--- config.mk ---
export PLATFORM = sky130hd
export DESIGN_NAME = calendar_date_up_down_counter_unit_flat
export DESIGN_NICKNAME = d
export VERILOG_FILES = /design/src/sv/caldate_pkg.sv /design/src/sv/caldate_if.sv /design/src/sv/caldate_in_reg.sv /design/src/sv/caldate_core.sv /design/src/sv/calendar_date_up_down_counter_unit.sv /design/src/flat_wrapper.sv
export SDC_FILE = /design/constraint.sdc
export NUM_CORES = 1
export LEC_CHECK = 0
export ABC_AREA = 1
export BUFFER_PORTS_ARGS = -buffer_cell sky130_fd_sc_hd__buf_2
export CAP_MARGIN = 20
export CORE_MARGIN = 2
export CORE_UTILIZATION = 35
export CTS_CLUSTER_DIAMETER = 60
export DETAILED_ROUTE_END_ITERATION = 8
export SYNTH_ARGS = -nofsm -noshare
export SYNTH_HDL_FRONTEND = slang
export SYNTH_SLANG_ARGS = --single-unit
--- constraint.sdc ---
create_clock -name clk -period 22.1 [get_ports clk]
set_input_delay 1.105 -clock clk [delete_from_list [all_inputs] [get_ports clk]]
set_output_delay 1.105 -clock clk [all_outputs]
set_load 0.02 [all_outputs]
--- src/sv/caldate_pkg.sv ---
// Shared types, codes and calendar helpers for the calendar date counter.
// No dependencies; every other file except caldate_if imports this package.
package caldate_pkg;

  localparam logic [13:0] YEAR_MAX  = 14'd9999;
  localparam logic [3:0]  MONTH_MAX = 4'd12;
  localparam logic [3:0]  MONTH_MIN = 4'd1;
  localparam logic [4:0]  DAY_MIN   = 5'd1;
  localparam logic [4:0]  DAY_MAX   = 5'd31;

  // Reciprocal of 25 scaled by 2^17; exact quotient for every 14-bit year.
  localparam logic [12:0] RECIP_25  = 13'd5243;
  localparam int          RECIP_SH  = 17;

  typedef enum logic [1:0] {
    OP_QUERY = 2'd0,
    OP_LOAD  = 2'd1,
    OP_NEXT  = 2'd2,
    OP_PREV  = 2'd3
  } caldate_op_t;

  typedef enum logic [1:0] {
    ST_OK      = 2'd0,
    ST_WRAP    = 2'd1,
    ST_INVALID = 2'd2
  } caldate_status_t;

  typedef struct packed {
    caldate_op_t op;
    logic [13:0] year;
    logic [3:0]  month;
    logic [4:0]  day;
  } caldate_item_t;

  typedef struct packed {
    logic [13:0]     year;
    logic [3:0]      month;
    logic [4:0]      day;
    logic            leap;
    caldate_status_t status;
  } caldate_result_t;

  // Leap year by the 400/100/4 rule. A multiple of 25 is a leap year only
  // when its quotient by 25 is a multiple of 16; otherwise test y mod 4.
  function automatic logic is_leap(input logic [13:0] y);
    logic [26:0] prod;
    logic [9:0]  q;
    logic [14:0] back;
    prod = 27'(y) * 27'(RECIP_25);
    q    = prod[RECIP_SH +: 10];
    back = {1'b0, q, 4'b0000} + {2'b00, q, 3'b000} + {5'b00000, q};
    if (back == {1'b0, y}) begin
      return (q[3:0] == 4'd0);
    end else begin
      return (y[1:0] == 2'd0);
    end
  endfunction

  // Days in a month; zero for a month code that names no month.
  function automatic logic [4:0] month_len(input logic leap, input logic [3:0] m);
    case (m)
      4'd1, 4'd3, 4'd5, 4'd7, 4'd8, 4'd10, 4'd12: return 5'd31;
      4'd4, 4'd6, 4'd9, 4'd11:                    return 5'd30;
      4'd2:                                       return leap ? 5'd29 : 5'd28;
      default:                                    return 5'd0;
    endcase
  endfunction

endpackage

--- src/sv/caldate_if.sv ---
// Valid/ready channel interfaces for command items and result items.
// Depends on nothing; the fields carry the block's item fields under their own names.
interface caldate_in_if;
  logic        valid;
  logic        ready;
  logic [1:0]  operation;
  logic [13:0] load_year;
  logic [3:0]  load_month;
  logic [4:0]  load_day;

  modport source (output valid, output operation, output load_year,
                  output load_month, output load_day, input ready);
  modport sink   (input valid, input operation, input load_year,
                  input load_month, input load_day, output ready);
endinterface

interface caldate_out_if;
  logic        valid;
  logic        ready;
  logic [13:0] out_year;
  logic [3:0]  out_month;
  logic [4:0]  out_day;
  logic        leap_flag;
  logic [1:0]  status;

  modport source (output valid, output out_year, output out_month, output out_day,
                  output leap_flag, output status, input ready);
  modport sink   (input valid, input out_year, input out_month, input out_day,
                  input leap_flag, input status, output ready);
endinterface

--- src/sv/caldate_in_reg.sv ---
// Input register stage: captures one command transfer and holds it.
// Depends on caldate_pkg and caldate_in_if.
module caldate_in_reg
  import caldate_pkg::*;
(
  input  logic          clk,
  input  logic          rst,
  caldate_in_if.sink    cmd,
  input  logic          take,
  output logic          item_valid,
  output caldate_item_t item
);

  assign cmd.ready = !item_valid || take;

  always_ff @(posedge clk) begin
    if (rst) begin
      item_valid <= 1'b0;
    end else if (cmd.ready) begin
      item_valid <= cmd.valid;
    end
  end

  always_ff @(posedge clk) begin
    if (cmd.valid && cmd.ready) begin
      item.op    <= caldate_op_t'(cmd.operation);
      item.year  <= cmd.load_year;
      item.month <= cmd.load_month;
      item.day   <= cmd.load_day;
    end
  end

endmodule

--- src/sv/caldate_core.sv ---
// Held date registers and the update logic for a command.
// Depends on caldate_pkg (leap and month-length helpers, codes).
module caldate_core
  import caldate_pkg::*;
(
  input  logic            clk,
  input  logic            rst,
  input  logic            step,
  input  caldate_item_t   item,
  output caldate_result_t result
);

  logic [13:0] cur_year;
  logic [3:0]  cur_month;
  logic [4:0]  cur_day;
  logic        cur_leap;

  logic [13:0] year_inc, year_dec;
  logic        leap_inc, leap_dec, leap_load;
  logic [4:0]  len_cur, len_prev, len_load;
  logic [3:0]  month_prev;
  logic        load_bad;

  always_comb begin
    year_inc   = (cur_year >= YEAR_MAX) ? 14'd0 : cur_year + 14'd1;
    year_dec   = (cur_year == 14'd0) ? YEAR_MAX : cur_year - 14'd1;
    leap_inc   = is_leap(year_inc);
    leap_dec   = is_leap(year_dec);
    leap_load  = is_leap(item.year);
    month_prev = cur_month - 4'd1;
    len_cur    = month_len(cur_leap, cur_month);
    len_prev   = month_len(cur_leap, month_prev);
    len_load   = month_len(leap_load, item.month);
    load_bad   = (item.year > YEAR_MAX) || (len_load == 5'd0) ||
                 (item.day == 5'd0) || (item.day > len_load);
  end

  always_comb begin
    result.year   = cur_year;
    result.month  = cur_month;
    result.day    = cur_day;
    result.leap   = cur_leap;
    result.status = ST_OK;
    case (item.op)
      OP_QUERY: begin
      end
      OP_LOAD: begin
        if (load_bad) begin
          result.status = ST_INVALID;
        end else begin
          result.year  = item.year;
          result.month = item.month;
          result.day   = item.day;
          result.leap  = leap_load;
        end
      end
      OP_NEXT: begin
        if (cur_day >= len_cur) begin
          result.day = DAY_MIN;
          if (cur_month >= MONTH_MAX) begin
            result.month = MONTH_MIN;
            result.year  = year_inc;
            result.leap  = leap_inc;
            if (cur_year >= YEAR_MAX) begin
              result.status = ST_WRAP;
            end
          end else begin
            result.month = cur_month + 4'd1;
          end
        end else begin
          result.day = cur_day + 5'd1;
        end
      end
      OP_PREV: begin
        if (cur_day <= DAY_MIN) begin
          if (cur_month <= MONTH_MIN) begin
            result.month = MONTH_MAX;
            result.day   = DAY_MAX;
            result.year  = year_dec;
            result.leap  = leap_dec;
            if (cur_year == 14'd0) begin
              result.status = ST_WRAP;
            end
          end else begin
            result.month = month_prev;
            result.day   = len_prev;
          end
        end else begin
          result.day = cur_day - 5'd1;
        end
      end
      default: begin
      end
    endcase
  end

  // Year zero counts as a leap year, so the reset leap bit is set.
  always_ff @(posedge clk) begin
    if (rst) begin
      cur_year  <= 14'd0;
      cur_month <= MONTH_MIN;
      cur_day   <= DAY_MIN;
      cur_leap  <= 1'b1;
    end else if (step) begin
      cur_year  <= result.year;
      cur_month <= result.month;
      cur_day   <= result.day;
      cur_leap  <= result.leap;
    end
  end

endmodule

--- src/sv/calendar_date_up_down_counter_unit.sv ---
// Top level of the Gregorian calendar date up/down counter.
// Depends on caldate_pkg, caldate_if, caldate_in_reg and caldate_core.
//
// Usage:
//   cmd carries one command per transfer: query, load a date, next day or
//   previous day, with the load fields used only by a load. result returns
//   exactly one item per command: the held date after the command, the
//   leap-year flag of that year, and a status (ok, year wrapped between
//   9999 and 0, or load rejected as an invalid date; a rejected load keeps
//   the held date).
//   Path: an accepted command is captured in the input register; once the
//   result register is free or drains, it updates the held date and lands
//   in the result register, where result.valid then shows its result.
//   Throughput: one command per cycle while result.ready is high; the date
//   update is a single pass of compare/increment logic plus three parallel
//   leap-year checks (the year plus one, minus one, and the load year)
//   between the input register and the result register.
//   Stall: while result.ready is low the result register holds its item,
//   the input register still takes one more command, and cmd.ready drops
//   only once both registers are full.
//   Reset (rst, synchronous): both stages empty, held date 0000-01-01.
module calendar_date_up_down_counter_unit
  import caldate_pkg::*;
(
  input  logic          clk,
  input  logic          rst,
  caldate_in_if.sink    cmd,
  caldate_out_if.source result
);

  caldate_item_t   item;
  logic            item_valid;
  logic            take;
  caldate_result_t step_res;

  logic            res_valid;
  caldate_result_t res_data;

  // Advance the held command whenever the result register is free or drains now.
  assign take = item_valid && (!res_valid || result.ready);

  caldate_in_reg u_in_reg (
    .clk        (clk),
    .rst        (rst),
    .cmd        (cmd),
    .take       (take),
    .item_valid (item_valid),
    .item       (item)
  );

  caldate_core u_core (
    .clk    (clk),
    .rst    (rst),
    .step   (take),
    .item   (item),
    .result (step_res)
  );

  // Result register: hold until transferred, refill in the same cycle.
  always_ff @(posedge clk) begin
    if (rst) begin
      res_valid <= 1'b0;
    end else if (take) begin
      res_valid <= 1'b1;
    end else if (result.ready) begin
      res_valid <= 1'b0;
    end
  end

  always_ff @(posedge clk) begin
    if (take) begin
      res_data <= step_res;
    end
  end

  assign result.valid     = res_valid;
  assign result.out_year  = res_data.year;
  assign result.out_month = res_data.month;
  assign result.out_day   = res_data.day;
  assign result.leap_flag = res_data.leap;
  assign result.status    = res_data.status;

endmodule

--- src/flat_wrapper.sv ---
// flat-port wrapper written by rule: the top's interface ports become plain ports
module calendar_date_up_down_counter_unit_flat import caldate_pkg::*;
  (clk, rst, cmd_valid, cmd_operation, cmd_load_year, cmd_load_month, cmd_load_day, cmd_ready, result_valid, result_out_year, result_out_month, result_out_day, result_leap_flag, result_status, result_ready);
  caldate_in_if cmd_i ();
  caldate_out_if result_i ();
  input  logic clk;
  input  logic rst;
  input wire logic [$bits(cmd_i.valid)-1:0] cmd_valid;
  input wire logic [$bits(cmd_i.operation)-1:0] cmd_operation;
  input wire logic [$bits(cmd_i.load_year)-1:0] cmd_load_year;
  input wire logic [$bits(cmd_i.load_month)-1:0] cmd_load_month;
  input wire logic [$bits(cmd_i.load_day)-1:0] cmd_load_day;
  output wire logic [$bits(cmd_i.ready)-1:0] cmd_ready;
  output wire logic [$bits(result_i.valid)-1:0] result_valid;
  output wire logic [$bits(result_i.out_year)-1:0] result_out_year;
  output wire logic [$bits(result_i.out_month)-1:0] result_out_month;
  output wire logic [$bits(result_i.out_day)-1:0] result_out_day;
  output wire logic [$bits(result_i.leap_flag)-1:0] result_leap_flag;
  output wire logic [$bits(result_i.status)-1:0] result_status;
  input wire logic [$bits(result_i.ready)-1:0] result_ready;
  assign cmd_i.valid = cmd_valid;
  assign cmd_i.operation = cmd_operation;
  assign cmd_i.load_year = cmd_load_year;
  assign cmd_i.load_month = cmd_load_month;
  assign cmd_i.load_day = cmd_load_day;
  assign cmd_ready = cmd_i.ready;
  assign result_valid = result_i.valid;
  assign result_out_year = result_i.out_year;
  assign result_out_month = result_i.out_month;
  assign result_out_day = result_i.out_day;
  assign result_leap_flag = result_i.leap_flag;
  assign result_status = result_i.status;
  assign result_i.ready = result_ready;
  calendar_date_up_down_counter_unit u_core (.clk(clk), .rst(rst), .cmd(cmd_i), .result(result_i));
endmodule
==> flow_summary.json <==
{
  "status": "completed",
  "async_flop_share_pct": 0,
  "core_area_mm2": 0.0523,
  "end_kind": "flip-flop",
  "synth_fa_ha_area_share_pct": 47.0,
  "cap_violations": 0,
  "slew_violations": 0,
  "worst_ep_required_time_ns": 22.35,
  "hold_viol_final": 0,
  "pin_count": 57,
  "synth_top_family_by_area": "adder cells",
  "drcViolationCount": 0,
  "die_h_um": 234,
  "grt_max_degree": 34,
  "postRouteAntennaNets": 0,
  "drt_first_iter_violations": 1155,
  "worst_setup_path_start_kind": "flip-flop",
  "fmax_ghz": 0.0976,
  "multi_input_area_mm2": 0.0142,
  "grt_pass1_vias": 15700,
  "synth_mux_area_share_pct": 0,
  "dr.pass1.iters": 6,
  "synth_ff_type": "edfxtp_1",
  "gr-total-overflow": 0,
  "layout-drive-gt1-share_pct": 4.23,
  "synth_enable_flop_cells": 51,
  "clockRootBuffer": "clkbuf_16",
  "crit_type": "reg2reg",
  "cts_tree": "built",
  "cpMaxStageDelayCell": "edfxtp_1",
  "synth_top_area_share_pct": 24.7,
  "cp.arrival_ns": 10.49,
  "holdCritPathClass": "reg2reg",
  "cts_num_sinks": 77,
  "dr_total_vias": 15500,
  "grt_usage_pct": 18.8,
  "synth_cells": 2405,
  "cts_setup_buffers": 0,
  "h-tree-depth": 3,
  "finalCriticalPeriod_ns": 10.25,
  "worst_pin_slew_ns": 1.01,
  "nets": 3051,
  "viasPerCell": 4.93,
  "synth_top_cell_by_area": "ha_1",
  "min_period_over_period_pct": 46.4,
  "clock_latency_ns": 0.36,
  "wl_um": 49900,
  "slowest_delay_ns": 0.68,
  "dieArea_mm2": 0.0546,
  "rsz0062_at_grt": "no",
  "gp_congestion": 0.950,
  "finClkSkew_ns": 0.0140,
  "io_buffers": 56,
  "syn_area_mm2": 0.0185,
  "hold_buffers": 0,
  "synth-simple-area-share_pct": 19.5,
  "synth_xor_xnor_area_share_pct": 2.28,
  "setup_viol": 0,
  "cts_resized": 0,
  "syn_nets": 3004,
  "cts_buffers": 9,
  "post_drt_wl_per_cell_um": 15.9,
  "register_area_mm2": 0.00205,
  "crit_top_cell": "nand2_1",
  "clkSlewWorstSetupHoldPaths_ns": 0.06,
  "fin_setup_tns_ns": 0,
  "n_antenna_cell": 0,
  "yosysSeqAreaShare_pct": 11.1,
  "relSlewSlack_pct": 32.3,
  "n_fill_cell": 5465,
  "avgSynthCellArea_um2": 7.68,
  "clockBufferDepth": 2,
  "start_util_pct": 35.3,
  "cp_max_fo": 11,
  "ys_types": 46,
  "ys_ff_latch": 77,
  "synthTopCellsByArea": "ha_1 25%, fa_1 22%, inv_1 11%",
  "grt_first_pass_wirelength_um": 81500,
  "antenna_found_initial": 0,
  "place_hpwl_um": 43200,
  "final_core_util_pct": 37.9,
  "ys_warn_count": 0,
  "fp.dieW_um": 234,
  "synth_compound_area_share_pct": 7.86,
  "row_count": 84,
  "synthToLayoutAreaGrowth_pct": 7.43
}
## final cells by class
type	instances	share of cell area (%)
clock inverter	5	0.322
inverter	569	10.8
sequential	77	10.3
clock buffer	11	1.28
tap	688	4.34
multi-input combinational	1736	71.4
timing repair buffer	59	1.53
## cells in the final DEF, fill, tap and decap left out, types with 5 or more instances in the layout
cell and instances:
inv_1 562, nand2_1 497, ha_1 364, fa_1 206, nor2_1 151, nand3_1 140, a21oi_1 121, o21ai_0 78
buf_2 56, edfxtp_1 51, dfxtp_1 26, xor2_1 25, xnor2_1 23, nand4_1 22, o22ai_1 12, o21bai_1 11
nand3b_1 11, clkbuf_16 10, inv_2 7, o211ai_1 7, or2_2 7, nor3_1 6, a31oi_1 6, nor2_2 5
## worst paths after layout
kind | cells past startpoint | startpoint | end | slack [ns]
worst max-delay path | 50 | u_core.u_in_reg.item[20] | u_core.u_core.cur_year[2] | 11.85
worst min-delay path | 2 | u_core.result.valid | u_core.result.valid | 0.52
worst max register to register | 50 | u_core.u_in_reg.item[20] | u_core.u_core.cur_year[2] | 11.85
worst min register to register | 2 | u_core.result.valid | u_core.result.valid | 0.52
## routing by layer
layer  vias up  GRT usage (%)  share of wire [%]
li1       7673              -                  -
met1      7397           25.5                 46
met2       392           32.6                 48
met3        55           1.86                4.8
met4         0           3.64                1.7
met5         -              0                  0
## synthesized netlist by cell type, types with 5 or more instances
library cell and count:
nor3_1 6, a31oi_1 6, o22ai_1 12, xor2_1 25, clkbuf_1 12, nand2_1 497
a21oi_1 121, nor2_1 151, buf_2 7, xnor2_1 23, fa_1 206, nor2_2 5
or2_2 7, inv_2 7, o21bai_1 11, nand3b_1 11, ha_1 364, dfxtp_1 26
o211ai_1 7, edfxtp_1 51, o21ai_0 78, inv_1 562, nand4_1 22, nand3_1 140
## flip-flops by register name, indices dropped and copies added, names as in the netlist
register,cells
u_core.u_in_reg.item_valid,1
u_core.result.leap_flag,1
u_core.result.out_month,4
u_core.u_in_reg.item,25
u_core.u_core.cur_leap,1
u_core.result.out_year,14
u_core.u_core.cur_day,5
u_core.result.valid,1
u_core.result.out_day,5
u_core.u_core.cur_year,14
u_core.result.status,2
u_core.u_core.cur_month,4
## kinds of logic after synthesis
family	count (synthesis)
adders and majority gates	570
DFF	77
AOI/OAI and AO/OA	261
other	1
buffers and inverters	592
and+or+nand+nor	856
xor gates and xnor gates	48
## critical path: cells and delay by family, from the launching register on
kind / cells / cell delay, ns
adders and majority gates: 9 / 3.88
AOI/OAI and AO/OA: 10 / 2.44
and+or+nand+nor: 23 / 2.12
buffers and inverters: 7 / 0.80
DFF: 1 / 0.68
xor gates and xnor gates: 1 / 0.17
## through the flow
stage / hold slack [ns] / cells / instance area (um2) / setup slack, ns
after global placement: 0.497 / 3129 / 19500 / 12.21
after global routing: 0.543 / 3145 / 19800 / 10.94
after CTS: 0.523 / 3145 / 19800 / 11.94
after detailed placement: 0.508 / 3129 / 19500 / 12.02
after floorplan: 0.487 / 2405 / 18500 / 13.59
final: 0.520 / 3145 / 19800 / 11.85
Power is left out: the tool's default activity adds up to more than one toggle a clock period on the data nets, which glitch-free logic cannot reach.
